**src/design/wmv_pkg.sv**
```systemverilog
`timescale 1ns / 1ps

package wmv_pkg;

  // Queue between the accumulator and the result engine, in completed runs.
  localparam int QUEUE_DEPTH = 4;
  localparam int QPTR_W      = $clog2(QUEUE_DEPTH);
  localparam int QCNT_W      = $clog2(QUEUE_DEPTH + 1);

  // Restoring divider: one quotient bit per cycle.
  localparam int DIV_NUM_W = 96;
  localparam int DIV_DEN_W = 64;
  localparam int DIV_STEPS = DIV_NUM_W;
  localparam int DIV_CNT_W = $clog2(DIV_STEPS);

  localparam logic [15:0] DOF_RESET = 16'd256;

  localparam logic [1:0] CNT_NONE = 2'd0;
  localparam logic [1:0] CNT_MEAN = 2'd1;
  localparam logic [1:0] CNT_BOTH = 2'd2;

  // Sums of one finished run.
  typedef struct packed {
    logic [31:0] w;
    logic [47:0] s1;
    logic [63:0] s2;
  } sums_t;

  typedef struct packed {
    logic              valid;
    logic [QCNT_W-1:0] count;
  } qstat_t;

  typedef struct packed {
    logic                 start;
    logic [DIV_NUM_W-1:0] num;
    logic [DIV_DEN_W-1:0] den;
  } div_req_t;

  typedef struct packed {
    logic                 done;
    logic [DIV_NUM_W-1:0] quo;
  } div_rsp_t;

endpackage

```
**src/design/wmv_if.sv**
```systemverilog
`timescale 1ns / 1ps

interface wmv_sample_if;
  logic               valid;
  logic               ready;
  logic signed [15:0] sample_value;
  logic        [15:0] sample_weight;
  logic               last_sample;

  modport source (output valid, output sample_value, output sample_weight,
                  output last_sample, input ready);
  modport sink (input valid, input sample_value, input sample_weight,
                input last_sample, output ready);
endinterface


```
**src/design/wmv_front.sv**
```systemverilog
`timescale 1ns / 1ps

module wmv_front (
  input  logic            clk,
  input  logic            rst_n,
  wmv_sample_if.sink      in_if,
  input  wmv_pkg::qstat_t qstat,
  output logic            push,
  output wmv_pkg::sums_t  push_data
);

  localparam int FLT_W = wmv_pkg::QCNT_W + 1;

  logic               accept;
  logic [FLT_W-1:0]   in_flight;

  // stage 1: value*weight and value*value
  logic               s1_valid_r;
  logic               s1_last_r;
  logic [15:0]        s1_w_r;
  logic [31:0]        s1_pvw_r;
  logic [30:0]        s1_vv_r;
  logic signed [32:0] pvw_full;
  logic signed [31:0] vv_full;

  // stage 2: value*value*weight
  logic               s2_valid_r;
  logic               s2_last_r;
  logic [15:0]        s2_w_r;
  logic [31:0]        s2_pvw_r;
  logic [45:0]        s2_sq_r;
  logic [46:0]        sq_full;

  // running sums
  logic [31:0]        wsum_r;
  logic [47:0]        vsum_r;
  logic [63:0]        ssum_r;
  logic [31:0]        wsum_nxt;
  logic [47:0]        vsum_nxt;
  logic [63:0]        ssum_nxt;
  logic [32:0]        wsum_ext;
  logic [48:0]        vsum_ext;
  logic [64:0]        ssum_ext;

  // Reserve a queue slot for every run end still in the pipeline.
  assign in_flight = FLT_W'(qstat.count) + FLT_W'(s1_valid_r && s1_last_r)
                   + FLT_W'(s2_valid_r && s2_last_r);
  assign in_if.ready = (in_flight < FLT_W'(wmv_pkg::QUEUE_DEPTH));
  assign accept      = in_if.valid && in_if.ready;

  assign pvw_full = 33'(in_if.sample_value) * 33'($signed({1'b0, in_if.sample_weight}));
  assign vv_full  = 32'(in_if.sample_value) * 32'(in_if.sample_value);
  assign sq_full  = 47'(s1_vv_r) * 47'(s1_w_r);

  always_comb begin
    wsum_ext = {1'b0, wsum_r} + {17'b0, s2_w_r};
    wsum_nxt = wsum_ext[32] ? '1 : wsum_ext[31:0];

    vsum_ext = {vsum_r[47], vsum_r} + {{17{s2_pvw_r[31]}}, s2_pvw_r};
    if (vsum_ext[48] != vsum_ext[47]) begin
      vsum_nxt = vsum_ext[48] ? {1'b1, 47'b0} : {1'b0, {47{1'b1}}};
    end else begin
      vsum_nxt = vsum_ext[47:0];
    end

    ssum_ext = {1'b0, ssum_r} + {19'b0, s2_sq_r};
    ssum_nxt = ssum_ext[64] ? '1 : ssum_ext[63:0];
  end

  assign push         = s2_valid_r && s2_last_r;
  assign push_data.w  = wsum_nxt;
  assign push_data.s1 = vsum_nxt;
  assign push_data.s2 = ssum_nxt;

  always_ff @(posedge clk) begin
    if (accept) begin
      s1_last_r <= in_if.last_sample;
      s1_w_r    <= in_if.sample_weight;
      s1_pvw_r  <= pvw_full[31:0];
      s1_vv_r   <= vv_full[30:0];
    end
    s2_last_r <= s1_last_r;
    s2_w_r    <= s1_w_r;
    s2_pvw_r  <= s1_pvw_r;
    s2_sq_r   <= sq_full[45:0];
  end

  always_ff @(posedge clk) begin
    if (!rst_n) begin
      s1_valid_r <= 1'b0;
      s2_valid_r <= 1'b0;
      wsum_r     <= '0;
      vsum_r     <= '0;
      ssum_r     <= '0;
    end else begin
      s1_valid_r <= accept;
      s2_valid_r <= s1_valid_r;
      if (s2_valid_r) begin
        if (s2_last_r) begin
          // run ends: sums go to the queue, start over
          wsum_r <= '0;
          vsum_r <= '0;
          ssum_r <= '0;
        end else begin
          wsum_r <= wsum_nxt;
          vsum_r <= vsum_nxt;
          ssum_r <= ssum_nxt;
        end
      end
    end
  end

endmodule

```
**src/flat_wrapper.sv**
```systemverilog
// flat-port wrapper written by rule: the top's interface ports become plain ports
module wmv_front_flat 
  (clk, rst_n, qstat, push, push_data, in_if_valid, in_if_sample_value, in_if_sample_weight, in_if_last_sample, in_if_ready);
  wmv_sample_if in_if_i ();
  input  logic clk;
  input  logic rst_n;
  input  wmv_pkg::qstat_t qstat;
  output logic push;
  output wmv_pkg::sums_t push_data;
  input wire logic [$bits(in_if_i.valid)-1:0] in_if_valid;
  input wire logic [$bits(in_if_i.sample_value)-1:0] in_if_sample_value;
  input wire logic [$bits(in_if_i.sample_weight)-1:0] in_if_sample_weight;
  input wire logic [$bits(in_if_i.last_sample)-1:0] in_if_last_sample;
  output wire logic [$bits(in_if_i.ready)-1:0] in_if_ready;
  assign in_if_i.valid = in_if_valid;
  assign in_if_i.sample_value = in_if_sample_value;
  assign in_if_i.sample_weight = in_if_sample_weight;
  assign in_if_i.last_sample = in_if_last_sample;
  assign in_if_ready = in_if_i.ready;
  wmv_front u_core (.clk(clk), .rst_n(rst_n), .in_if(in_if_i), .qstat(qstat), .push(push), .push_data(push_data));
endmodule
```
**config.mk**
```make
export PLATFORM = sky130hd
export DESIGN_NAME = wmv_front_flat
export DESIGN_NICKNAME = d
export VERILOG_FILES = /design/src/design/wmv_pkg.sv /design/src/design/wmv_if.sv /design/src/design/wmv_front.sv /design/src/flat_wrapper.sv
export SDC_FILE = /design/constraint.sdc
export NUM_CORES = 2
export LEC_CHECK = 0
export BUFFER_PORTS_ARGS = -buffer_cell sky130_fd_sc_hd__buf_4
export CAP_MARGIN = 10
export CORE_ASPECT_RATIO = 1.4
export CORE_MARGIN = 2
export CORE_UTILIZATION = 45
export CTS_CLUSTER_SIZE = 28
export DETAILED_ROUTE_END_ITERATION = 10
export GPL_TIMING_DRIVEN = 0
export SLEW_MARGIN = 10
export SYNTH_ARGS = -nofsm -noshare
export SYNTH_HDL_FRONTEND = slang
export SYNTH_SLANG_ARGS = --single-unit
```
**constraint.sdc**
```tcl
create_clock -name clk -period 8.1 [get_ports clk]
set_input_delay 0.405 -clock clk [delete_from_list [all_inputs] [get_ports clk]]
set_output_delay 0.405 -clock clk [all_outputs]
set_load 0.01 [all_outputs]
```
* After elaboration in Yosys (flattened, before gate mapping)
Cells that the tools add are included.
** Cells by class
- Equality and inequality tests :: 1
- Multiplexer cells :: 7
- Multipliers :: 3
- $add $sub $neg :: 5
- Reductions and logical operators :: 3
- Order comparisons :: 1
** Operators by type and width (number)
- $mux W48 :: 3
- $mux W64 :: 2
- $add A64 B46 Y65 :: 1
- $mux W32 :: 2
- $add A48 B32 Y49 :: 1
- $mul A31 B16 Y46 :: 1
- $add A32 B16 Y33 :: 1
- $mul A16 B17 Y32 :: 1
- $mul A16 B16 Y31 :: 1
- $add A3 B1 Y4 :: 1
- $add A4 B1 Y4 :: 1
- $lt A4 B3 Y1 const B :: 1
- $logic_and A1 B1 Y1 :: 3
- $ne A1 B1 Y1 :: 1
** Word-level totals
- Bits of input ports :: 40
- Register bits after elaboration :: 321
- Output and inout port bits :: 146

* Depth between registers and ports, before layout
- Depth after elaboration :: 5
- Mapped depth :: 28
- Depth with buffers taken out :: 25

* Least setup slack after synthesis
Ideal clock, no wire load.
- Path type :: flip-flop to flip-flop
- From :: reg u_core.s1_vv_r[7]
- To :: reg u_core.s2_sq_r[45]
- Stages on the path, launching flop included :: 25
- Path slack :: 1478 ps
- Library setup time :: 124 ps
- Clock period less this slack :: 6622 ps
- Data arrival time :: 6499 ps
- Path through :: edfxtp_1 > clkbuf_1 > nand2_1 > fa_1 > inv_1 > fa_1 > inv_1 > fa_1 > inv_1 > fa_1 > fa_1 > inv_1 > fa_1 > inv_1 > ha_1 > inv_1 > o31ai_4 > a41oi_1 > a21boi_4 > o31a_1 > o31ai_4 > a41oi_1 > or4_4 > a311oi_2 > xnor2_1
** Between the ends
- Cells in the longest elaborated chain, start to end :: 1
** Ends and longest elaborated chain
- start: declaration :: line wmv_front.sv:22 : logic [30:0] s1_vv_r;
- start signal: assignment :: line wmv_front.sv:80 : s1_vv_r <= vv_full[30:0];
- $mul A31 B16 Y46 :: line wmv_front.sv:53 : assign sq_full = 47'(s1_vv_r) * 47'(s1_w_r);
- via u_core.sq_full[45] :: line wmv_front.sv:32 : logic [46:0] sq_full;
- end signal: assignment :: line wmv_front.sv:85 : s2_sq_r <= sq_full[45:0];
- end: declaration :: line wmv_front.sv:31 : logic [45:0] s2_sq_r;
The timed path passes the listed nets, and every way through them passes these cells.
A chain may end at the register's enable or synchronous reset.

* Worst setup path after layout
- From :: in in_if_sample_value[8]
- To :: reg u_core.s1_vv_r[28], data pin
** Between the ends
- Cells in the longest elaborated chain, start to end :: 1
** Ends and longest elaborated chain
- start: declaration :: line flat_wrapper.sv:11 : input wire logic [$bits(in_if_i.sample_value)-1:0] in_if_sample_value;
- $mul A16 B16 Y31 :: line wmv_front.sv:52 : assign vv_full = 32'(in_if.sample_value) * 32'(in_if.sample_value);
- via u_core.vv_full[28] :: line wmv_front.sv:24 : logic signed [31:0] vv_full;
The timed path passes the listed nets, and every way through them passes these cells.

==> results.sh <==
export IMPL_status="completed"
export IMPL_start_util_pct=45.45
export IMPL_path_class="input pin to flip-flop"
export IMPL_fill_cells=10730
export IMPL_fin_nets=7123
export IMPL_place_inst=7237
export IMPL_finClkSkew_ps=21.95
export IMPL_cts_tree="built"
export IMPL_syn_inst=5597
export IMPL_arrival_ps=8130
export IMPL_crit_slowest_cell="a2111oi_0"
export IMPL_num_vias=39200
export IMPL_crit_family="adder cells"
export IMPL_die_h_um=396.2
export IMPL_setup_violations=0
export IMPL_stdcell_count=7308
export IMPL_drtIter0Drc=2162
export IMPL_hold_class="input pin to flip-flop"
export IMPL_yosysTopAreaCell="fa_1"
export IMPL_maxSlewHeadroom_pct=17.63
export IMPL_die_area_mm2=0.1126
export IMPL_ys_top_cells_by_area="fa_1 (33%), ha_1 (11%), dfxtp_1 (9.8%)"
export IMPL_insertion_delay_ps=600
export IMPL_htreeDepth=2
export IMPL_end_kind="flip-flop"
export IMPL_rsz0062_at_grt="no"
export IMPL_io_buffers=181
export IMPL_cp_buffers_inverters=5
export IMPL_synth_edf_count=79
export IMPL_yosysMostFrequentCell="inv_1"
export IMPL_gp_congestion=0.9654
export IMPL_maxCapViolCount=0
export IMPL_cts_max_path_buffers=3
export IMPL_grt_pass1_vias=41520
export IMPL_wl_per_cell_um=20.62
export IMPL_place_hpwl_mm=126.0
export IMPL_drv_slew=0
export IMPL_wirelength_mm=150.7
export IMPL_period_needed_ps=7839
export IMPL_first_pass_iters=8
export IMPL_grt_start_max_net_pins=46
export IMPL_finalWorstSetupSlack_ps=261.4
export IMPL_fmax_mhz=127.6
export IMPL_fin_crit_sh_pct=96.77
export IMPL_yosysTopAreaCellShare_pct=33.49
export IMPL_avgSynthCellArea_um2=8.833
export IMPL_antenna_cells=0
export IMPL_hold_viol_final=0
export IMPL_crit_chain="buf_4 -> clkbuf_1 -> clkinv_1 -> nor2_1 -> fa_1 -> inv_1 -> fa_1 -> fa_1 -> fa_1 -> fa_1 -> fa_1 -> inv_1 -> ha_1 -> nand3_1 -> nor4_1 -> nor2_1 -> a2111oi_0 -> o22a_1 -> nand4_1 -> a31oi_1 -> a21oi_1 -> o21ai_0 -> xor2_1"
export IMPL_async_flop_share_pct=0
export IMPL_cts_buffers=39
export IMPL_area_delta_synth_final_pct=9.453
export IMPL_routed_via_density=5.364
export IMPL_cts_root_buf="clkbuf_16"
export IMPL_post_cts_buffers=0
export IMPL_drive_above_1_share_pct=5.702
export IMPL_ys_ff_latch=320
export IMPL_core_mm2=0.1088
export IMPL_rows=143
export IMPL_grt_overflow_total=0
export IMPL_worst_pin_slew_ps=1235
export IMPL_cts_clk_slew_worst_paths_ps=60
export IMPL_synth_common_cells="inv_1 (1052), fa_1 (827), nand2_1 (752)"
export IMPL_critPathMaxStageDelay_ps=760
export IMPL_crit_fanout=8
export IMPL_yosysWarnings=0
export IMPL_cts_sinks=320
export IMPL_start_kind="input pin"
export IMPL_crit_required_ps=8390
export IMPL_synth_main_ff_cell="dfxtp_1"
export IMPL_ios=186
export IMPL_yosysSeqAreaShare_pct=14.56
export IMPL_preCtsSetupSlack_ps=-269.7
export IMPL_grt_pass1_wl_mm=234.9
export IMPL_grt_usage_pct=27.01
export IMPL_synthesis_area_mm2=0.04944
export IMPL_drc=0
export IMPL_drtAntennaViolNets=0
export IMPL_grt_antenna_before_repair=1
export IMPL_die_w_um=284.1
export IMPL_crit_top_cell="fa_1"
export IMPL_yosys_cell_types_count=83
[registers in the layout, indices dropped and copies added (netlist names)]
name / cells
u_core.wsum_r: 32
u_core.vsum_r: 48
u_core.s2_sq_r: 46
u_core.s1_pvw_r: 32
u_core.s1_valid_r: 1
u_core.ssum_r: 64
u_core.s2_w_r: 16
u_core.s1_w_r: 16
u_core.s2_last_r: 1
u_core.s1_last_r: 1
u_core.s2_valid_r: 1
u_core.s2_pvw_r: 32
u_core.s1_vv_r: 30
[cell usage in the layout, fill, tap and decap left out, types with 8 or more instances in the layout]
cell	n
nor2b_1	21
o21ai_1	8
and4_1	14
nor3_1	49
ha_1	427
buf_2	18
nor2_1	219
a22o_1	81
maj3_1	15
a211oi_1	19
o21a_1	22
o21bai_1	40
nand2b_1	43
o211ai_1	19
buf_4	181
a21o_1	93
o31ai_1	9
clkbuf_1	205
nand3_1	76
or2_2	17
inv_1	1052
nand2_1	752
edfxtp_1	79
clkbuf_2	23
nor4_1	14
conb_1	9
clkbuf_16	39
a31oi_1	27
and3_1	36
xnor2_1	155
a21oi_1	230
o21ai_0	163
or3_1	16
and2_1	359
xor2_1	65
dfxtp_1	241
fa_1	827
a21boi_0	11
nand4_1	30
[per-stage QoR]
| stage | area (um2) | util, % | setup TNS (ps) | hold WS [ps] |
|---|---|---|---|---|
| global route | 54110 | 49.74 | 0 | 55.32 |
| finish | 54110 | 49.74 | 0 | 44.73 |
| global placement | 52640 | 48.39 | -445.2 | 324.9 |
| CTS | 54070 | 49.71 | 0 | 15.32 |
| floorplan | 49460 | - | 0 | 323.3 |
| detailed placement | 52680 | 48.42 | -637.3 | 327.9 |
[area by class of cell]
type | count | area [um2] | area share, %
Clock buffer | 53 | 1099 | 2.030
Tap cell | 1450 | 1814 | 3.353
Inverter | 1053 | 3953 | 7.304
Clock inverter | 17 | 285.3 | 0.5272
Buffer | 245 | 983.4 | 1.817
Timing Repair Buffer | 184 | 1400 | 2.587
Sequential cell | 320 | 7197 | 13.30
Multi-Input combinational cell | 3986 | 37380 | 69.08
[what timing repair did]
action	4_1_cts	5_1_grt
gates cloned	0	0
endpoints found under the setup margin	2	5
hold endpoints to repair	1	0
hold buffers	1	0
resized for setup	1	55
[cell families (layout without fill, tap and decap cells)]
logic type	after synthesis	count (layout)	synth area share (%)
DFF	320	320	14.56
other	2	9	0.01519
muxes	9	9	0.1898
buffers and inverters	1298	1552	9.901
and+or+nand+nor	1664	1664	15.97
xor gates and xnor gates	221	221	3.930
adders and majority gates	1269	1269	44.60
AOI/OAI and AO/OA	814	814	10.84
[final timing paths]
path / startpoint / end / slack, ps / depth (start not counted)
worst min register to register: u_core.s1_pvw_r[2] / u_core.s2_pvw_r[2] / 340 / 0
worst max-delay path: in_if_sample_value[8] / u_core.s1_vv_r[28] / 260 / 23
worst max register to register: u_core.s1_w_r[8] / u_core.s2_sq_r[44] / 350 / 22
worst min-delay path: in_if_valid / u_core.s1_valid_r / 40 / 2
[layer usage]
| metal | vias to the layer above | wire length [um] | GRT usage [%] |
|---|---|---|---|
| li1 | 18090 | - | - |
| met4 | 0 | 9252 | 13.95 |
| met3 | 398 | 6478 | 2.641 |
| met5 | - | 0 | 0 |
| met1 | 19640 | 56960 | 30.80 |
| met2 | 1078 | 78030 | 49.80 |
Power is left out: the tool's default activity adds up to more than one toggle a clock period on the data nets, which glitch-free logic cannot reach.
