==> config.mk <==
export PLATFORM = sky130hd
export DESIGN_NAME = wmv_back_flat
export DESIGN_NICKNAME = d
export VERILOG_FILES = /design/src/design/wmv_pkg.sv /design/src/design/wmv_if.sv /design/src/design/wmv_back.sv /design/src/flat_wrapper.sv
export SDC_FILE = /design/constraint.sdc
export NUM_CORES = 2
export LEC_CHECK = 0
export BUFFER_PORTS_ARGS = -buffer_cell sky130_fd_sc_hd__buf_4
export CAP_MARGIN = 10
export CELL_PAD_IN_SITES_DETAIL_PLACEMENT = 1
export CELL_PAD_IN_SITES_GLOBAL_PLACEMENT = 2
export CORE_ASPECT_RATIO = 1.75
export CORE_MARGIN = 4
export CORE_UTILIZATION = 40
export DETAILED_ROUTE_END_ITERATION = 10
export PLACE_DENSITY_LB_ADDON = 0.1
export SLEW_MARGIN = 40
export SYNTH_ARGS = -nofsm -noshare
export SYNTH_HDL_FRONTEND = slang
export SYNTH_SLANG_ARGS = --single-unit
export TNS_END_PERCENT = 20
==> constraint.sdc <==
create_clock -name clk -period 11.8 [get_ports clk]
set_input_delay 2.36 -clock clk [delete_from_list [all_inputs] [get_ports clk]]
set_output_delay 2.36 -clock clk [all_outputs]
set_load 0.01 [all_outputs]
==> src/design/wmv_pkg.sv <==
`timescale 1ns / 1ps

package wmv_pkg;

  // Queue between the accumulator and the result engine, in completed runs.
  localparam int QUEUE_DEPTH = 4;
  localparam int QPTR_W      = $clog2(QUEUE_DEPTH);
  localparam int QCNT_W      = $clog2(QUEUE_DEPTH + 1);

  // Restoring divider: one quotient bit per cycle.
  localparam int DIV_NUM_W = 96;
  localparam int DIV_DEN_W = 64;
  localparam int DIV_STEPS = DIV_NUM_W;
  localparam int DIV_CNT_W = $clog2(DIV_STEPS);

  localparam logic [15:0] DOF_RESET = 16'd256;

  localparam logic [1:0] CNT_NONE = 2'd0;
  localparam logic [1:0] CNT_MEAN = 2'd1;
  localparam logic [1:0] CNT_BOTH = 2'd2;

  // Sums of one finished run.
  typedef struct packed {
    logic [31:0] w;
    logic [47:0] s1;
    logic [63:0] s2;
  } sums_t;

  typedef struct packed {
    logic              valid;
    logic [QCNT_W-1:0] count;
  } qstat_t;

  typedef struct packed {
    logic                 start;
    logic [DIV_NUM_W-1:0] num;
    logic [DIV_DEN_W-1:0] den;
  } div_req_t;

  typedef struct packed {
    logic                 done;
    logic [DIV_NUM_W-1:0] quo;
  } div_rsp_t;

endpackage

==> src/design/wmv_if.sv <==


interface wmv_result_if;
  logic               valid;
  logic               ready;
  logic signed [23:0] mean;
  logic signed [39:0] variance;
  logic        [1:0]  valid_count;

  modport source (output valid, output mean, output variance, output valid_count,
                  input ready);
  modport sink (input valid, input mean, input variance, input valid_count,
                output ready);
endinterface

==> src/design/wmv_back.sv <==
`timescale 1ns / 1ps

module wmv_back (
  input  logic              clk,
  input  logic              rst_n,
  input  logic [15:0]       dof,
  input  wmv_pkg::qstat_t   qstat,
  input  wmv_pkg::sums_t    q_data,
  output logic              q_pop,
  output wmv_pkg::div_req_t div_req,
  input  wmv_pkg::div_rsp_t div_rsp,
  wmv_result_if.source      out_if
);

  typedef enum logic [2:0] {
    S_IDLE, S_PREP, S_MDIV, S_MUL, S_ACC, S_NUMER, S_VDIV, S_OUT
  } state_t;

  typedef enum logic [2:0] {
    MS_DEN, MS_ALO, MS_AHI, MS_BLL, MS_BLH, MS_BHH
  } mul_step_t;

  state_t      state_r;
  mul_step_t   step_r;

  logic [31:0] w_r;
  logic [63:0] sq_r;
  logic [47:0] mag_r;
  logic        mneg_r;
  logic        dneg_r;
  logic        nneg_r;
  logic [31:0] dmag_r;
  logic [63:0] den_r;
  logic [95:0] a_r;
  logic [95:0] b_r;
  logic [63:0] prod_r;
  logic [23:0] mean_r;
  logic [39:0] var_r;
  logic [1:0]  cnt_r;

  logic        out_valid_r;
  logic [23:0] out_mean_r;
  logic [39:0] out_var_r;
  logic [1:0]  out_cnt_r;

  logic [31:0] mul_a;
  logic [31:0] mul_b;
  logic [31:0] dof_ext;
  logic [47:0] s1_mag;
  logic [23:0] mean_lim;
  logic [23:0] mean_sat;
  logic [39:0] var_lim;
  logic [39:0] var_sat;
  logic        var_neg;

  assign dof_ext = {16'b0, dof};
  assign q_pop   = (state_r == S_IDLE) && qstat.valid;
  assign s1_mag  = q_data.s1[47] ? (~q_data.s1 + 48'd1) : q_data.s1;

  assign out_if.valid       = out_valid_r;
  assign out_if.mean        = out_mean_r;
  assign out_if.variance    = out_var_r;
  assign out_if.valid_count = out_cnt_r;

  // Saturate quotient magnitudes, then apply the sign.
  always_comb begin
    mean_lim = 24'h7FFFFF + 24'(mneg_r);
    if ((|div_rsp.quo[95:24]) || (div_rsp.quo[23:0] > mean_lim)) begin
      mean_sat = mean_lim;
    end else begin
      mean_sat = div_rsp.quo[23:0];
    end

    var_neg = nneg_r ^ dneg_r;
    var_lim = 40'h7FFFFFFFFF + 40'(var_neg);
    if ((|div_rsp.quo[95:40]) || (div_rsp.quo[39:0] > var_lim)) begin
      var_sat = var_lim;
    end else begin
      var_sat = div_rsp.quo[39:0];
    end
  end

  always_comb begin
    div_req = '0;
    case (state_r)
      S_PREP: begin
        div_req.start = (w_r != '0);
        div_req.num   = {40'b0, mag_r, 8'b0};
        div_req.den   = {32'b0, w_r};
      end
      S_NUMER: begin
        div_req.start = 1'b1;
        div_req.num   = (a_r < b_r) ? (b_r - a_r) : (a_r - b_r);
        div_req.den   = den_r;
      end
      default: ;
    endcase
  end

  // b = mag^2 is built from 24-bit halves of the magnitude.
  always_comb begin
    case (step_r)
      MS_DEN: begin
        mul_a = w_r;
        mul_b = dmag_r;
      end
      MS_ALO: begin
        mul_a = sq_r[31:0];
        mul_b = w_r;
      end
      MS_AHI: begin
        mul_a = sq_r[63:32];
        mul_b = w_r;
      end
      MS_BLL: begin
        mul_a = {8'b0, mag_r[23:0]};
        mul_b = {8'b0, mag_r[23:0]};
      end
      MS_BLH: begin
        mul_a = {8'b0, mag_r[23:0]};
        mul_b = {8'b0, mag_r[47:24]};
      end
      MS_BHH: begin
        mul_a = {8'b0, mag_r[47:24]};
        mul_b = {8'b0, mag_r[47:24]};
      end
      default: begin
        mul_a = '0;
        mul_b = '0;
      end
    endcase
  end

  always_ff @(posedge clk) begin
    if (!rst_n) begin
      state_r     <= S_IDLE;
      step_r      <= MS_DEN;
      out_valid_r <= 1'b0;
    end else begin
      // S_OUT reloads the output register itself
      if (out_valid_r && out_if.ready && state_r != S_OUT) begin
        out_valid_r <= 1'b0;
      end
      case (state_r)
        S_IDLE: begin
          if (qstat.valid) begin
            w_r     <= q_data.w;
            sq_r    <= q_data.s2;
            mag_r   <= s1_mag;
            mneg_r  <= q_data.s1[47];
            state_r <= S_PREP;
          end
        end
        S_PREP: begin
          dneg_r <= (w_r < dof_ext);
          dmag_r <= (w_r < dof_ext) ? (dof_ext - w_r) : (w_r - dof_ext);
          if (w_r == '0) begin
            mean_r  <= '0;
            var_r   <= '0;
            cnt_r   <= wmv_pkg::CNT_NONE;
            state_r <= S_OUT;
          end else begin
            state_r <= S_MDIV;
          end
        end
        S_MDIV: begin
          if (div_rsp.done) begin
            mean_r <= mneg_r ? (~mean_sat + 24'd1) : mean_sat;
            cnt_r  <= wmv_pkg::CNT_MEAN;
            if (w_r == dof_ext) begin
              var_r   <= '0;
              state_r <= S_OUT;
            end else begin
              step_r  <= MS_DEN;
              state_r <= S_MUL;
            end
          end
        end
        S_MUL: begin
          prod_r  <= 64'(mul_a) * 64'(mul_b);
          state_r <= S_ACC;
        end
        S_ACC: begin
          state_r <= S_MUL;
          case (step_r)
            MS_DEN: begin
              den_r  <= prod_r;
              step_r <= MS_ALO;
            end
            MS_ALO: begin
              a_r    <= {32'b0, prod_r};
              step_r <= MS_AHI;
            end
            MS_AHI: begin
              a_r    <= a_r + {prod_r, 32'b0};
              step_r <= MS_BLL;
            end
            MS_BLL: begin
              b_r    <= {32'b0, prod_r};
              step_r <= MS_BLH;
            end
            MS_BLH: begin
              // cross term counts twice: shift by 24 + 1
              b_r    <= b_r + {7'b0, prod_r, 25'b0};
              step_r <= MS_BHH;
            end
            MS_BHH: begin
              b_r     <= b_r + {prod_r[47:0], 48'b0};
              state_r <= S_NUMER;
            end
            default: state_r <= S_IDLE;
          endcase
        end
        S_NUMER: begin
          nneg_r  <= (a_r < b_r);
          state_r <= S_VDIV;
        end
        S_VDIV: begin
          if (div_rsp.done) begin
            var_r   <= var_neg ? (~var_sat + 40'd1) : var_sat;
            cnt_r   <= wmv_pkg::CNT_BOTH;
            state_r <= S_OUT;
          end
        end
        S_OUT: begin
          if (!out_valid_r || out_if.ready) begin
            out_valid_r <= 1'b1;
            out_mean_r  <= mean_r;
            out_var_r   <= var_r;
            out_cnt_r   <= cnt_r;
            state_r     <= S_IDLE;
          end
        end
        default: state_r <= S_IDLE;
      endcase
    end
  end

`ifndef SYNTHESIS
  a_var_den_nonzero: assert property (@(posedge clk) disable iff (!rst_n)
    state_r == S_VDIV |-> den_r != '0)
    else $error("variance divide with zero denominator");
  a_done_in_div: assert property (@(posedge clk) disable iff (!rst_n)
    div_rsp.done |-> (state_r == S_MDIV || state_r == S_VDIV))
    else $error("divider finished outside a divide state");
  a_none_is_zero: assert property (@(posedge clk) disable iff (!rst_n)
    (state_r == S_OUT && cnt_r == wmv_pkg::CNT_NONE) |-> (mean_r == '0 && var_r == '0))
    else $error("invalid result not zero");
`endif

endmodule

==> src/flat_wrapper.sv <==
// flat-port wrapper written by rule: the top's interface ports become plain ports
module wmv_back_flat 
  (clk, rst_n, dof, qstat, q_data, q_pop, div_req, div_rsp, out_if_valid, out_if_mean, out_if_variance, out_if_valid_count, out_if_ready);
  wmv_result_if out_if_i ();
  input  logic clk;
  input  logic rst_n;
  input  logic [15:0] dof;
  input  wmv_pkg::qstat_t qstat;
  input  wmv_pkg::sums_t q_data;
  output logic q_pop;
  output wmv_pkg::div_req_t div_req;
  input  wmv_pkg::div_rsp_t div_rsp;
  output wire logic [$bits(out_if_i.valid)-1:0] out_if_valid;
  output wire logic [$bits(out_if_i.mean)-1:0] out_if_mean;
  output wire logic [$bits(out_if_i.variance)-1:0] out_if_variance;
  output wire logic [$bits(out_if_i.valid_count)-1:0] out_if_valid_count;
  input wire logic [$bits(out_if_i.ready)-1:0] out_if_ready;
  assign out_if_valid = out_if_i.valid;
  assign out_if_mean = out_if_i.mean;
  assign out_if_variance = out_if_i.variance;
  assign out_if_valid_count = out_if_i.valid_count;
  assign out_if_i.ready = out_if_ready;
  wmv_back u_core (.clk(clk), .rst_n(rst_n), .dof(dof), .qstat(qstat), .q_data(q_data), .q_pop(q_pop), .div_req(div_req), .div_rsp(div_rsp), .out_if(out_if_i));
endmodule
After elaboration in Yosys (flattened, before gate mapping):

Cells that the tools add are included.

* order comparisons: 4
* bitwise gates (word level): 4
* $add $sub $neg: 12
* multipliers: 1
* eq/ne operators: 22
* reductions and logical operators: 35
* mux-type cells: 39

Operator list (number)
* $pmux 161 s2: 1
* $pmux 96 s3: 1
* $mux 40: 6
* $add 96x96->96: 2
* $pmux 96 s2: 1
* $sub 96x96->96: 2
* $pmux 32 s5: 1
* $pmux 32 s4: 1
* $pmux 40 s3: 1
* $add 96x89->96: 1
* $lt 96x96->1: 1
* $mux 24: 4
* $mux 96: 1
* $reduce_or 72->1: 1
* $mul 32x32->64: 1
* $reduce_or 56->1: 1
* $add 48x1->48 const B: 1
* $not 48->48: 1
* $pmux 24 s2: 1
* $mux 47: 1
* $add 39x1->40 const A: 1
* $add 40x1->40 const B: 1
* $gt 40x40->1: 1
* $not 40->40: 1
* other kinds (39): 83

* logic and storage cells: 138
* output and inout port bits: 229
* input bits: 264
* register bits: 638

Logic depth before layout (Yosys ltp):

* word-level depth: 10
* mapped depth: 40
* depth with buffers taken out: 36

Least setup slack after synthesis:

OpenSTA, ideal clock, no wires.

* path kind: flip-flop to flip-flop
* start: register u_core.step_r[1]
* end: register u_core.prod_r[62] (data pin)
* period minus slack after synthesis: 9.396 ns
* cell stages (with the launch flop): 35
* data required time: 11.542 ns
* buffers on the path: 6
* setup time: 0.258 ns
* slack: 2.404 ns
* arrival time: 9.138 ns
* cell sequence: dfxtp_1 -> clkbuf_1 -> clkbuf_1 -> buf_1 -> clkbuf_1 -> nor2_1 -> a21oi_1 -> clkbuf_1 -> nor2_1 -> fa_1 -> inv_1 -> fa_1 -> fa_1 -> fa_1 -> inv_1 -> fa_1 -> fa_1 -> fa_1 -> inv_1 -> fa_1 -> inv_1 -> ha_1 -> clkbuf_1 -> a21o_1 -> a21o_1 -> a21oi_1 -> o2bb2ai_1 -> a211oi_1 -> a31oi_1 -> a311o_1 -> nand2_1 -> o311ai_0 -> a31o_2 -> a21oi_1 -> xnor2_1

* cells in the longest elaborated chain, start to end: 4
* elaborated cells between the ends (all ways): 12
* those cells by class: mul: 1; eq/ne: 5; mux: 2; reduce/logical: 4

RTL lines
* start: declaration: RTL line wmv_back.sv:24 `mul_step_t step_r;`
* start signal: assignment: RTL line wmv_back.sv:137 `step_r <= MS_DEN;`
* start signal: assignment: RTL line wmv_back.sv:174 `step_r <= MS_DEN;`
* start signal: assignment: RTL line wmv_back.sv:188 `step_r <= MS_ALO;`
* $eq 3x2->1, or another cell as far along: RTL line wmv_back.sv:102 `case (step_r)`
* $reduce_or 2->1 (no line)
* $pmux 32 s5 / $pmux 32 s4 (equally long branches): RTL line wmv_back.sv:102
* $mul 32x32->64 (*): RTL line wmv_back.sv:180 `prod_r <= 64'(mul_a) * 64'(mul_b);`
* end signal: assignment: RTL line wmv_back.sv:180
* end: declaration: RTL line wmv_back.sv:36 `logic [63:0] prod_r;`

Every way passes the cells marked *; elsewhere a longest branch is shown, timed or not.
A chain may end at the register's enable or synchronous reset.

Worst setup path in the final report:

* start: register u_core.step_r[0]
* end: register u_core.prod_r[62] (data pin)

The elaborated chain is that of the path after synthesis.

==> impl_metrics.tcl <==
set metrics [dict create \
    outcome "complete, no violations" \
    route.met3.wl_um 26500 \
    vias 80900 \
    synth.cell_area_um2 86440 \
    io_pins 493 \
    wl_met1_um 150000 \
    r2r_slack_ps 850 \
    grt_pass1_wl_um 633500 \
    area_growth_pct 12.04 \
    slew_headroom_pct 35.13 \
    synth_edf_count 631 \
    max_slew.worst_pin.slew_ps 970.7 \
    worst-path-stages 34 \
    ff2ff_path_depth 34 \
    portBuffers 489 \
    layout_common_cells "inv_1, nor2_1, nand2_1" \
    hold_class "flop to flop" \
    clkSinkCount 638 \
    wl_per_cell_um 33.78 \
    cts_root_buf "clkbuf_16" \
    multiInputGateArea_um2 60960 \
    holdPathStages 0 \
    dieWidth_um 359.4 \
    crit_family "adder cells" \
    crit_type "flop to flop" \
    syn_nets 12020 \
    via_per_inst 6.050 \
    cap_violations 0 \
    drtPass1Iterations 5 \
    cts.repair.resized 0 \
    crit_fanout 11 \
    syn_area_per_cell_um2 8.535 \
    clock_path_buffers 3 \
    htree_levels 3 \
    numCtsBuffers 71 \
    drive_gt1_share_pct 10.04 \
    synth-compound-area-share_pct 17.34 \
    finalWirelength_um 451700 \
    cp_slowest_stage_delay_ps 820 \
    start_util_pct 40.24 \
    rsz0062_at_grt "false" \
    postRouteAntennaNets 0 \
    die_h_um 623.0 \
    first_global_vias 87590 \
    grt_max_degree 110 \
    grt_overflow 0 \
    nFillCells 25250 \
    routed.top_layer "met5" \
    yosys.area_share.adder_pct 31.44 \
    ys.warnings.count 0 \
    dieArea_um2 223900 \
    cts_hold_repair.buffers 0 \
    hold_viol_final 0 \
    fin_crit_sh_pct 92.82 \
    clk_latency_ps 740 \
    track_usage_pct 39.43 \
    core-area_um2 214800 \
    clkTransAtPathRegs_ps 70 \
    std_cell_rows 225 \
    antenna_found_initial 48 \
    yosys_most_used_dff "edfxtp_1" \
    setup_viol_count_final 0 \
    slew_viol_final 0 \
    synth_seq_area_share_pct 22.08 \
    yosys.area_share.simple_pct 16.04 \
    nets 12340 \
    cts_setup_buffers 0 \
    finalWeightedCongestion 1.049 \
    hpwl_um 378600 \
    drt-initial-drc-count 6050 \
    synth.distinct_cells 89 \
    ys_seq_elements 638 \
    met2_length_um 218800 \
    synthArstFlopShare_pct 0 \
    synth_mux_area_share_pct 1.269 \
    final.min_clock_period_ps 10950 \
    synth_xor_area_share_pct 3.860 \
    cp-start-kind "flop" \
    seq_area_um2 19100 \
    cp_num_buf_inv 7 \
    synthCells 10130 \
    required_ps 12230 \
    critPathCaptureType "flop" \
    skew_ps 73.81 \
    fin_tns_setup_ps 0 \
    final_common_cell "inv_1" \
    arrival_ps 11380 \
    fmax_ghz 0.09131 \
    worst_path_most_repeated_cell "fa_1" \
    drc 0 \
    cts_tree "yes" \
    crit_slowest_cell "fa_1" \
    synth_top_family_by_area "adder cells" \
]
## layout make-up
cell class                 count  share of cell area, %
inverter                    1298                  5.032
antenna                       31                0.08010
timing repair buffer         770                  6.107
multi-input combinational   7667                  62.95
sequential                   638                  19.73
clock inverter                45                 0.5491
clock buffer                  84                  1.895
tap                         2837                  3.665
## cells by family (layout without fill, tap and decap cells)
kind of cell,count (synthesis),after routing
flip-flops,638,638
buffers and inverters,1823,2197
other,0,31
AO/OA/AOI/OAI,2430,2430
AND/OR/NAND/NOR,3118,3118
adder cells (fa/ha/maj),1630,1630
XOR/XNOR,381,381
multiplexers,108,108
## state kept, by name, indices dropped and copies added, names as in the netlist, 32 cells and up
signal	count
u_core.a_r	96
u_core.den_r	64
u_core.prod_r	64
u_core.sq_r	64
u_core.var_r	40
u_core.mag_r	48
u_core.out_if.variance	40
u_core.b_r	96
u_core.w_r	32
u_core.dmag_r	32
## worst register-to-register path, delay by kind of cell, from the launching register on
family,cells,cell delay (ps)
adders and majority gates,9,4660
AOI/OAI and AO/OA,10,2350
and+or+nand+nor,7,1970
buffers and inverters,7,1170
DFF,1,410
xor gates and xnor gates,1,80
## metrics by stage
stage	std cells	hold slack (ps)	instance area (um^2)	utilization (%)	setup slack [ps]
floorplan	10130	400.3	86440	-	2404
global placement	13200	401.1	94040	43.78	1035
detailed placement	13210	405.6	94330	43.91	1150
CTS	13340	419.2	96690	45.02	1038
global route	13350	422.8	96800	45.07	597.4
finish	13370	419.2	96850	45.09	847.8
## path summary, 6_finish.rpt
check                                       from                         end
worst max-delay path            u_core.step_r[0]           u_core.prod_r[62]
worst min-delay path            u_core.var_r[27]  u_core.out_if.variance[27]
worst max register to register  u_core.step_r[0]           u_core.prod_r[62]
worst min register to register  u_core.var_r[27]  u_core.out_if.variance[27]
## Yosys cell counts (73+ instances only)
master	n	share of area, %
inv_1	1291	5.6
nor2_1	1139	4.9
nand2_1	1096	4.8
fa_1	903	21
a21oi_1	803	4.6
ha_1	727	11
edfxtp_1	631	22
o21ai_0	564	3.3
clkbuf_1	462	2.0
a21o_1	279	2.4
xnor2_1	243	2.5
nand4_1	143	1.0
xor2_1	138	1.4
o21bai_1	131	1.1
a211oi_1	122	1.1
nor3_1	118	0.68
mux2i_1	98	1.1
and2_1	92	0.67
nand3_1	92	0.53
and3_1	73	0.53
o21a_1	73	0.63
## metal layers
layer / GRT usage (%) / vias up
li1: - / 34860
met1: 39.83 / 41280
met2: 68.22 / 3202
met3: 6.357 / 1544
met4: 38.60 / 12
met5: 0 / -
Power is left out: the tool's default activity adds up to more than one toggle a clock period on the data nets, which glitch-free logic cannot reach.
