## config.mk

```make
export PLATFORM = sky130hd
export DESIGN_NAME = wmv_fifo
export DESIGN_NICKNAME = d
export VERILOG_FILES = /design/src/design/wmv_pkg.sv /design/src/design/wmv_fifo.sv
export SDC_FILE = /design/constraint.sdc
export NUM_CORES = 1
export LEC_CHECK = 0
export BUFFER_PORTS_ARGS = -buffer_cell sky130_fd_sc_hd__buf_4
export CORE_MARGIN = 8
export CORE_UTILIZATION = 25
export DETAILED_ROUTE_END_ITERATION = 12
export HOLD_SLACK_MARGIN = 0.08
export PLACE_DENSITY_LB_ADDON = 0.25
export SLEW_MARGIN = 20
export SYNTH_ARGS = -nofsm -noshare
export SYNTH_HDL_FRONTEND = slang
export SYNTH_SLANG_ARGS = --single-unit
```

## constraint.sdc

```tcl
create_clock -name clk -period 5.33 [get_ports clk]
set_clock_uncertainty 0.15 [all_clocks]
set_input_delay 0 -clock clk [delete_from_list [all_inputs] [get_ports clk]]
set_output_delay 0 -clock clk [all_outputs]
set_load 0.05 [all_outputs]
```

## src/design/wmv_pkg.sv

```systemverilog
`timescale 1ns / 1ps

package wmv_pkg;

  // Queue between the accumulator and the result engine, in completed runs.
  localparam int QUEUE_DEPTH = 4;
  localparam int QPTR_W      = $clog2(QUEUE_DEPTH);
  localparam int QCNT_W      = $clog2(QUEUE_DEPTH + 1);

  // Restoring divider: one quotient bit per cycle.
  localparam int DIV_NUM_W = 96;
  localparam int DIV_DEN_W = 64;
  localparam int DIV_STEPS = DIV_NUM_W;
  localparam int DIV_CNT_W = $clog2(DIV_STEPS);

  localparam logic [15:0] DOF_RESET = 16'd256;

  localparam logic [1:0] CNT_NONE = 2'd0;
  localparam logic [1:0] CNT_MEAN = 2'd1;
  localparam logic [1:0] CNT_BOTH = 2'd2;

  // Sums of one finished run.
  typedef struct packed {
    logic [31:0] w;
    logic [47:0] s1;
    logic [63:0] s2;
  } sums_t;

  typedef struct packed {
    logic              valid;
    logic [QCNT_W-1:0] count;
  } qstat_t;

  typedef struct packed {
    logic                 start;
    logic [DIV_NUM_W-1:0] num;
    logic [DIV_DEN_W-1:0] den;
  } div_req_t;

  typedef struct packed {
    logic                 done;
    logic [DIV_NUM_W-1:0] quo;
  } div_rsp_t;

endpackage

```

## src/design/wmv_fifo.sv

```systemverilog
`timescale 1ns / 1ps

module wmv_fifo (
  input  logic            clk,
  input  logic            rst_n,
  input  logic            push,
  input  wmv_pkg::sums_t  push_data,
  input  logic            pop,
  output wmv_pkg::sums_t  pop_data,
  output wmv_pkg::qstat_t stat
);

  wmv_pkg::sums_t                   mem_r [wmv_pkg::QUEUE_DEPTH];
  logic [wmv_pkg::QPTR_W-1:0]       wr_ptr_r;
  logic [wmv_pkg::QPTR_W-1:0]       rd_ptr_r;
  logic [wmv_pkg::QCNT_W-1:0]       count_r;
  logic                             do_pop;

  localparam logic [wmv_pkg::QPTR_W-1:0] PTR_LAST = wmv_pkg::QPTR_W'(wmv_pkg::QUEUE_DEPTH - 1);

  assign do_pop = pop && (count_r != '0);

  assign pop_data   = mem_r[rd_ptr_r];
  assign stat.valid = (count_r != '0);
  assign stat.count = count_r;

  always_ff @(posedge clk) begin
    if (push) begin
      mem_r[wr_ptr_r] <= push_data;
    end
  end

  always_ff @(posedge clk) begin
    if (!rst_n) begin
      wr_ptr_r <= '0;
      rd_ptr_r <= '0;
      count_r  <= '0;
    end else begin
      if (push) begin
        wr_ptr_r <= (wr_ptr_r == PTR_LAST) ? '0 : wr_ptr_r + 1'b1;
      end
      if (do_pop) begin
        rd_ptr_r <= (rd_ptr_r == PTR_LAST) ? '0 : rd_ptr_r + 1'b1;
      end
      if (push && !do_pop) begin
        count_r <= count_r + 1'b1;
      end else if (!push && do_pop) begin
        count_r <= count_r - 1'b1;
      end
    end
  end

`ifndef SYNTHESIS
  a_no_overflow: assert property (@(posedge clk) disable iff (!rst_n)
    push |-> count_r != wmv_pkg::QCNT_W'(wmv_pkg::QUEUE_DEPTH))
    else $error("run queue overflow");
`endif

endmodule

```

# == Yosys cells after proc, flatten, opt, wreduce, memory -nomap -nowiden ==
# Memory sizes are Yosys's and may differ from the RTL's. A register that Yosys moved wholly into a read port is not among the register bits.
# Index checks and enable logic that the tools add are counted.
# word_totals
input_bits,148
memories,1
elab_cells,25
ff_bits,7
ramBits,576
# memory_table
name,words,word_bits,rd,rd_clocked_by_memory_dff,write_ports,line,source
mem_r,4,144,1,1,1,wmv_fifo.sv:13,wmv_pkg::sums_t mem_r [wmv_pkg::QUEUE_DEPTH];
# classes
addsub,4
muxes,8
eq_ne,2
n_reduce_logical,7
# op_table
op,n
2-bit 2-to-1 mux,4
3-bit 2-to-1 mux,2
"2-bit by 1-bit adder with 2-bit output, second input constant",2
"2-bit == test, second input constant",2
"3-bit by 1-bit adder with 3-bit output, second input constant",1
1-bit logical AND,3
3-bit nonzero test,1
"3-bit by 1-bit subtractor with 3-bit output, second input constant",1
1-bit zero test,2
1-bit 2-to-1 mux,2
2-bit nonzero test,1

# == Logic depth before layout (Yosys ltp) ==
# Gate-level depths: netlist of the first run.
# logic_depth
ltp_word,5
mapped_depth,7
depth_no_buf,7

# == Worst setup path before layout of the first run ==
# Ideal clock, no wire load.
# synth_path
kind,register to register
startpoint,reg wr_ptr_r[0] in the netlist's numbering
endpoint,"mem mem_r[0][0] in the netlist's numbering, enable pin"
setup_slack_ns,0.822
path_stages_with_launch,4
t_required_ns,4.660
synth_period_minus_slack_ns,4.508
t_arrival_ns,3.838
setup_time_ns,0.520
cell_sequence,dfxtp_1 -> inv_1 -> ha_1 -> and2_1
# synth_lines
item,line,source
start: declaration,wmv_fifo.sv:14,logic [wmv_pkg::QPTR_W-1:0] wr_ptr_r;
start signal: assignment,wmv_fifo.sv:40,wr_ptr_r <= (wr_ptr_r == PTR_LAST) ? '0 : wr_ptr_r + 1'b1;
end: declaration,wmv_fifo.sv:13,
# Straight into the memory's write port.

==> metrics.txt, run 1 <==
outcome finished, final reports clean; worst r2r path cells 7; Die H 307 um; critical path type flip-flop to output port; crit path max-delay cell type dfxtp_4; ys async rst share 0; Via-to-Cell Ratio 4.08; Mapped Cells 797; post-synthesis sequential area ratio 0.825; synth top area cells edfxtp_1 82%, mux4_2 15%, dfxtp_1 0.85%, buf_6 0.43%, buf_2 0.38%; DRC 0; element type at the critical path end output port; R2R Setup Slk 2810 ps; clk sink count 585; routed wire length per instance 18.7 um; EDFF count, synth 576; hold endpoint mem_r[1][85]; sequential share of power 0.395; total CTS buffers 67; worst slew pin tran 1010 ps; final setup violation count 0; Buffers & Inverters on Critical Path 2; Fmax 0.328 GHz; P_int 9.42 mW; Hold Crit Depth 2; root buf cell clkbuf_16; type of origin of the critical path flip-flop; fin crit period 3040 ps; design area 29900 um^2; Port-buffer cells 295; main flop type after synthesis edfxtp_1; Clk pwr share 0.320; count leader, synth edfxtp_1; initial core utilization 0.253; P&R area growth vs syn 41.1%; WP data required 5180 ps; Reg2Reg Capture Point count_r[2]; nets 1589; share of cells above drive strength 1 0.366; detailed router's first-iteration violation count 553; VDD IR max 337 uV; synthesized area 21200 um^2; fillcell total 7844; WL met3 2330 um; Clock transition at path regs 60 ps; final max-slew violation count 0; first-pass GRT wire length 74200 um; WL met1 20100 um; Synth area leader edfxtp_1; Die W 307 um; Max Root-Sink Buffers 3; Post-synth top cells 576 x edfxtp_1, 144 x mux4_2, 16 x buf_2; WL final 49000 um; Mapped Nets 952; setup repair bufs after CTS 0; Synth top area share 0.816; largest net degree at the start of global routing 77; max layer used met4; Max FO, Critical Path 56; leakage 10.0 nW; #FFs+latches synth 585; Clock Latency Late Sink 580 ps; vias 10.7k; sw power 4.40 mW; gr usage total 0.103; unrepaired setup endpoints after global routing false; final design utilization 0.357; H-tree level count 3; vias in the first global route 12.1k; dpl cell area 24800 um^2; CTS tree built; WP depth 3; Final GP Congestion 0.668; core area 83800 um^2; Logic pwr share 0.285; YS warnings 0; DIE AREA 94300 um^2; switch share 0.318; CP arrival 2890 ps; PostCTS Resize Cnt 0; critical path, cell by cell buf_12, mux4_2, buf_4; MaxCap Viol Count 0; area of the multi-input gates 3510 um^2; setup_tns 0 ps; row count 106; Hold Path Class primary input to flip-flop; syn_area_per_cell 26.6 um^2; I/O Pins 296; Seq. cell area 17500 um^2; 1st-pass router iterations 4; hold path start push_data[85]; Top delay family on crit path flip-flops; Hold-fix buffers, CTS 293; DPL Wire Length 28200 um; met2 wire len 25400 um; PwrDens 462 nW/um^2; slowest stage delay, CP 920 ps; reg2reg start count_r[0]; antenna violations before repair 1; Final Cycle Share 0.571; worst slew margin relative to its limit 0.329; Netlist cell types 22; final hold violation count 0; GR Overflow Total 0; Antenna Nets Post-Route 0
## per-layer routing
metal / GRT usage / up-vias
li1: - / 4749
met1: 0.123 / 5625
met2: 0.180 / 255
met3: 0.0247 / 76
met4: 0.0352 / 0
met5: 0 / -
## per-stage QoR
stage | std cells | hold WS [ps] | worst slack [ps] | total power, mW
final | 2623 | 100 | 2290 | 13.8
after global placement | 2206 | 49.1 | 2730 | 9.40
after detailed placement | 2206 | 52.4 | 2750 | 9.42
after CTS | 2620 | 91.7 | 2080 | 14.1
after floorplan | 797 | -51.1 | 822 | 8.24
after global routing | 2621 | 103 | 2010 | 14.4
## power groups by stage
stage | registers, mW | logic [mW] | clock network [mW]
2_1_floorplan | 5.47 | 2.77 | 0
3_3_place_gp | 5.56 | 3.84 | 0
3_5_place_dp | 5.57 | 3.85 | 0
4_1_cts | 5.47 | 4.03 | 4.60
5_1_grt | 5.50 | 4.13 | 4.75
6_report | 5.46 | 3.93 | 4.43
## cell usage in the layout (no fill, tap or decap), types with 3 or more instances in the layout
master	count
and2_4	4
buf_12	7
buf_4	300
bufinv_16	5
clkbuf_1	15
clkbuf_16	70
clkinv_1	19
clkinv_2	6
clkinv_8	3
dfxtp_1	7
diode_2	3
dlygate4sd3_1	293
edfxtp_1	576
ha_1	6
inv_1	3
mux2i_1	3
mux4_2	144
nor2b_1	3
o21ai_0	3
## cell type report
type | count | area share
Multi-Input combinational cell | 177 | 0.118
Clock inverter | 36 | 0.0109
Clock buffer | 85 | 0.0605
Tap cell | 1134 | 0.0475
Sequential cell | 585 | 0.585
Timing Repair Buffer | 600 | 0.178
Inverter | 3 | 0.000377
Antenna cell | 3 | 0.000251
## worst max path at each step
| stage | to | slack, ps |
|---|---|---|
| 2_1_floorplan | mem_r[0][0] | 820 |
| 3_3_place_gp | pop_data[110] | 2730 |
| 3_5_place_dp | pop_data[110] | 2750 |
| 4_1_cts | pop_data[23] | 2080 |
| 5_1_grt | pop_data[23] | 2010 |
| 6_report | pop_data[118] | 2290 |
## registers in the layout, indices dropped and copies added, names as in the netlist, named ones only
signal    flops
rd_ptr_r      2
mem_r       576
count_r       3
wr_ptr_r      2
## cells by family (layout without fill, tap and decap cells)
group / after synthesis / after routing / synth area share
compound gates: 5 / 5 / 0.00142
mux: 147 / 147 / 0.154
other cells: 0 / 3 / 0
buf+inv: 35 / 724 / 0.00998
flops: 585 / 585 / 0.825
simple gates: 16 / 16 / 0.00413
xor+xnor: 2 / 2 / 0.000827
fa+ha+maj: 7 / 7 / 0.00449
Note: power is estimated with default switching activity, not from simulation.
==> inputs of run 2 (changes only) <==
==> constraint.sdc (replaced) <==
create_clock -name clk -period 2.7 [get_ports clk]
set_clock_uncertainty 0.15 [all_clocks]
set_input_delay 0 -clock clk [delete_from_list [all_inputs] [get_ports clk]]
set_output_delay 0 -clock clk [all_outputs]
set_load 0.05 [all_outputs]
==> run 2 against run 1 <==
Net effect:
- hold slack worse by 1.3 ps
- setup slack worse by 1900 ps
- utilization up 0.78 points
- first-iteration DRC count down 21%
- clock-buffer cell count down 1
- flip-flop and latch count unchanged
- non-clock buffer count up 44
- power up 100%
- global-route usage up 0.19 points
- combinational power up 110%
- design area up 2.2%
- clock power up 100%
==> metrics.txt, run 2 (synthesis gave the netlist of run 1 again) <==
outcome finished, final reports clean; fin crit period 2350 ps; Fmax 0.426 GHz; nets 1634; Antenna Nets Post-Route 0; worst slew margin relative to its limit 0.694; element type at the critical path end output port; design area 30500 um^2; Die W 307 um; GR Overflow Total 0; switch share 0.316; I/O Pins 296; Max Root-Sink Buffers 3; DRC 0; PostCTS Resize Cnt 0; total CTS buffers 68; leakage 10.4 nW; gr usage total 0.104; P&R area growth vs syn 44.1%; H-tree level count 3; WP data required 2550 ps; R2R Setup Slk 460 ps; DPL Wire Length 32000 um; Via-to-Cell Ratio 4.08; DIE AREA 94300 um^2; setup_tns 0 ps; Die H 307 um; commonest cells after routing, fill and taps aside 576 x edfxtp_1, 323 x buf_4, 293 x dlygate4sd3_1; largest net degree at the start of global routing 42; 1st-pass router iterations 4; unrepaired setup endpoints after global routing false; final design utilization 0.364; Clk pwr share 0.321; max FFs per register 576; final hold violation count 0; Placed Cells 2247; root buf cell clkbuf_16; largest register by flop count mem_r; sequential share of power 0.381; biggest regs mem_r x576, count_r x3; routed wire length per instance 18.7 um; first-pass GRT wire length 75300 um; commonest non-fill, non-tap cell in the layout edfxtp_1; Max FO, Critical Path 19; type of origin of the critical path flip-flop; core area 83800 um^2; final setup violation count 0; CTS tree built; WL final 49800 um; row count 106; Final GP Congestion 0.685; vias 10.9k; fillcell total 7858; PwrDens 911 nW/um^2; critical path type flip-flop to output port; dpl cell area 25400 um^2; sw power 8.78 mW; Port-buffer cells 295; Final Cycle Share 0.869; clk sink count 585; vias in the first global route 12.4k; Logic pwr share 0.298; P_int 19.0 mW; VDD IR max 524 uV; initial core utilization 0.253; Post-Layout Cell Count 2668; Clock Latency Late Sink 580 ps; Hold Path Class primary input to flip-flop; final max-slew violation count 0; CP arrival 2200 ps; antenna violations before repair 2; share of cells above drive strength 1 0.389; MaxCap Viol Count 0; Clock transition at path regs 60 ps; detailed router's first-iteration violation count 435; worst slew pin tran 459 ps
-- run 2: critical path, cell delays in order (launching register included) --
cell,delay (ps)
dfxtp_4,420
buf_12,210
buf_12,200
mux4_2,530
buf_4,210
-- run 2: metal layers --
layer | GRT usage | up-vias | part of all wire
li1 | - | 4854 | -
met1 | 0.121 | 5694 | 0.40
met2 | 0.185 | 239 | 0.52
met3 | 0.0329 | 84 | 0.060
met4 | 0.0309 | 2 | 0.021
met5 | 0 | - | 0.00016
-- run 2: worst paths after layout --
path,from,to,depth (start not counted)
max,flip-flop,pop_data[81],4
min reg2reg,rd_ptr_r[1],flip-flop,2
max reg2reg,count_r[0],count_r[2],7
min,push_data[57],mem_r[1][57],2
-- run 2: metrics by stage --
step	setup WS [ps]	power (mW)	hold WS (ps)
3_3_place_gp	528	18.9	48.5
5_1_grt	207	28.9	89.3
4_1_cts	41.8	28.4	83.7
6_report	353	27.8	98.7
2_1_floorplan	231	16.2	-51.1
3_5_place_dp	464	18.9	52.6
-- run 2: what timing repair did --
action,in CTS,in global routing
endpoints found under the setup margin,0,1
buffers inserted,0,3
hold endpoints to repair,765,0
hold buffers,293,0
-- run 2: final cells by class --
| class | count | area [um^2] | share of cell area |
|---|---|---|---|
| sequential | 585 | 17500 | 0.572 |
| timing repair buffer | 644 | 5920 | 0.194 |
| multi-input combinational | 177 | 3510 | 0.115 |
| clock buffer | 84 | 1830 | 0.0598 |
| tap | 1134 | 1420 | 0.0464 |
| clock inverter | 39 | 370 | 0.0121 |
| inverter | 3 | 11.3 | 0.000369 |
| antenna | 2 | 5.00 | 0.000164 |
-- run 2: power by group through the flow --
stage                     logic, mW  registers (mW)  clock network [mW]
after global routing           8.74            10.6                9.57
after global placement         8.07            10.8                   0
after detailed placement       8.08            10.8                   0
final                          8.30            10.6                8.92
after floorplan                5.47            10.8                   0
after CTS                      8.46            10.6                9.25
==> inputs of run 3 (changes only) <==
--- a/config.mk
+++ b/config.mk
@@ -5,6 +5,7 @@
 export SDC_FILE = /design/constraint.sdc
 export NUM_CORES = 1
 export LEC_CHECK = 0
+export ABC_AREA = 1
 export BUFFER_PORTS_ARGS = -buffer_cell sky130_fd_sc_hd__buf_4
 export CORE_MARGIN = 8
 export CORE_UTILIZATION = 25
==> run 3 against run 2 <==
Net effect:
- critical path depth is the same
- first-iteration DRC count grew 100%
- hold slack improved by 35 ps
- setup slack worse by 180 ps
- fmax down 7.2%
- power rose by 9.4%
- via count up 30%
- area after synthesis grew 2.9%
- clock-buffer cell count rose by 2
- largest power group is now combinational logic
==> metrics.txt, run 3 <==
outcome finished, final reports clean; CTS tree built; final setup violation count 0; final max-slew violation count 0; worst slew margin relative to its limit 0.454; Final Cycle Share 0.937; EDFF count, synth 576; total CTS buffers 67; MaxCap Viol Count 0; Max FO, Critical Path 140; PostCTS Resize Cnt 0; I/O Pins 296; Mapped Nets 1610; Die H 311 um; biggest regs mem_r x576, count_r x3; Clock Latency Late Sink 570 ps; count leader, synth edfxtp_1; commonest non-fill, non-tap cell in the layout edfxtp_1; H-tree level count 3; PwrDens 999 nW/um^2; #FFs+latches synth 585; design area 30500 um^2; DPL Wire Length 34000 um; synthesized area 21800 um^2; Hold Path Class primary input to flip-flop; share of cells above drive strength 1 0.208; 1st-pass router iterations 5; Placed Cells 2848; final design utilization 0.352; largest register by flop count mem_r; Via-to-Cell Ratio 4.34; unrepaired setup endpoints after global routing false; Post-Layout Cell Count 3264; syn_area_per_cell 15.0 um^2; YS warnings 0; reg2reg start count_r[0]; largest net degree at the start of global routing 141; GR Overflow Total 0; Port-buffer cells 295; P&R area growth vs syn 39.7%; vias 14.2k; vias in the first global route 14.8k; Pwr Total 30.4 mW; Synth top area share 0.793; hold path start push_data[139]; Clock transition at path regs 70 ps; Fmax 0.395 GHz; leakage 10.6 nW; element type at the critical path end output port; commonest cells after routing, fill and taps aside 576 x edfxtp_1, 309 x buf_4, 298 x nor2_1; DRC 0; Mapped Cells 1455; Final GP Congestion 0.724; ys async rst share 0; Post-synth top cells 576 x edfxtp_1, 298 x nor2_1, 236 x o21ai_0; DIE AREA 97000 um^2; critical path type flip-flop to output port; nets 2212; VDD IR max 943 uV; CP arrival 2380 ps; Max Root-Sink Buffers 3; WP data required 2550 ps; row count 108; gr usage total 0.120; dpl cell area 25500 um^2; Antenna Nets Post-Route 0; main flop type after synthesis edfxtp_1; final hold violation count 0; initial core utilization 0.252; WL final 59700 um; antenna violations before repair 8; post-synthesis sequential area ratio 0.801; max FFs per register 576; first-pass GRT wire length 90800 um; setup_tns 0 ps; root buf cell clkbuf_16; core area 86600 um^2; Netlist cell types 25; type of origin of the critical path flip-flop; synth top area cells edfxtp_1 79%, o21ai_0 5.4%, nor2_1 5.1%, o22ai_1 4.1%, o21ai_1 1.2%; Synth area leader edfxtp_1; Die W 311 um; fin crit period 2530 ps; routed wire length per instance 18.3 um; clk sink count 585; detailed router's first-iteration violation count 875; setup repair bufs after CTS 0; Hold-fix buffers, CTS 295; worst slew pin tran 811 ps
run 3: path summary, 6_finish.rpt:
kind	endpoint	slack [ps]	depth (start not counted)
max reg2reg	count_r[2]	250	12
max	pop_data[107]	170	4
min	mem_r[3][139]	130	2
min reg2reg	wr_ptr_r[1]	340	2
run 3: metrics by stage:
step                setup WS, ps  hold slack (ps)
global placement             788             48.9
CTS                          137             82.1
finish                       171              134
detailed placement           794             52.6
global route                11.1              115
floorplan                   -590            -51.1
run 3: kinds of logic after synthesis:
logic type               count (synthesis)  synth area share
AO/OA/AOI/OAI                          437             0.109
XOR/XNOR                                 1          0.000402
adder cells (fa/ha/maj)                  7           0.00436
buffers and inverters                  110            0.0310
flip-flops                             585             0.801
AND/OR/NAND/NOR                        315            0.0546
run 3: metal layers:
layer | global-route usage | vias up | part of all wire
met5 | 0 | - | 0.00020
met4 | 0.0336 | 2 | 0.017
met3 | 0.0355 | 76 | 0.065
met2 | 0.197 | 312 | 0.47
met1 | 0.152 | 7054 | 0.45
li1 | - | 6721 | -
run 3: power breakdown:
group / switching (mW) / internal (mW) / total (mW) / leakage [nW]
clock network: 3.45 / 5.05 / 8.50 / 0.989
logic: 8.14 / 3.18 / 11.3 / 4.24
registers: 0.182 / 10.4 / 10.6 / 5.37
total: 11.8 / 18.7 / 30.4 / 10.6
run 3: layout make-up:
type                            count  area (um^2)
Antenna cell                        6         15.0
Clock buffer                       86         1790
Clock inverter                     29          246
Fill cell                        8343        56100
Inverter                           16         85.1
Multi-Input combinational cell    760         3680
Sequential cell                   585        17500
Tap cell                         1155         1450
Timing Repair Buffer              627         5730
run 3: critical path, cell delays in order (launching register included):
cell     delay, ps
dfxtp_4        410
buf_12         360
o21ai_0        190
o22ai_1        300
buf_4          260
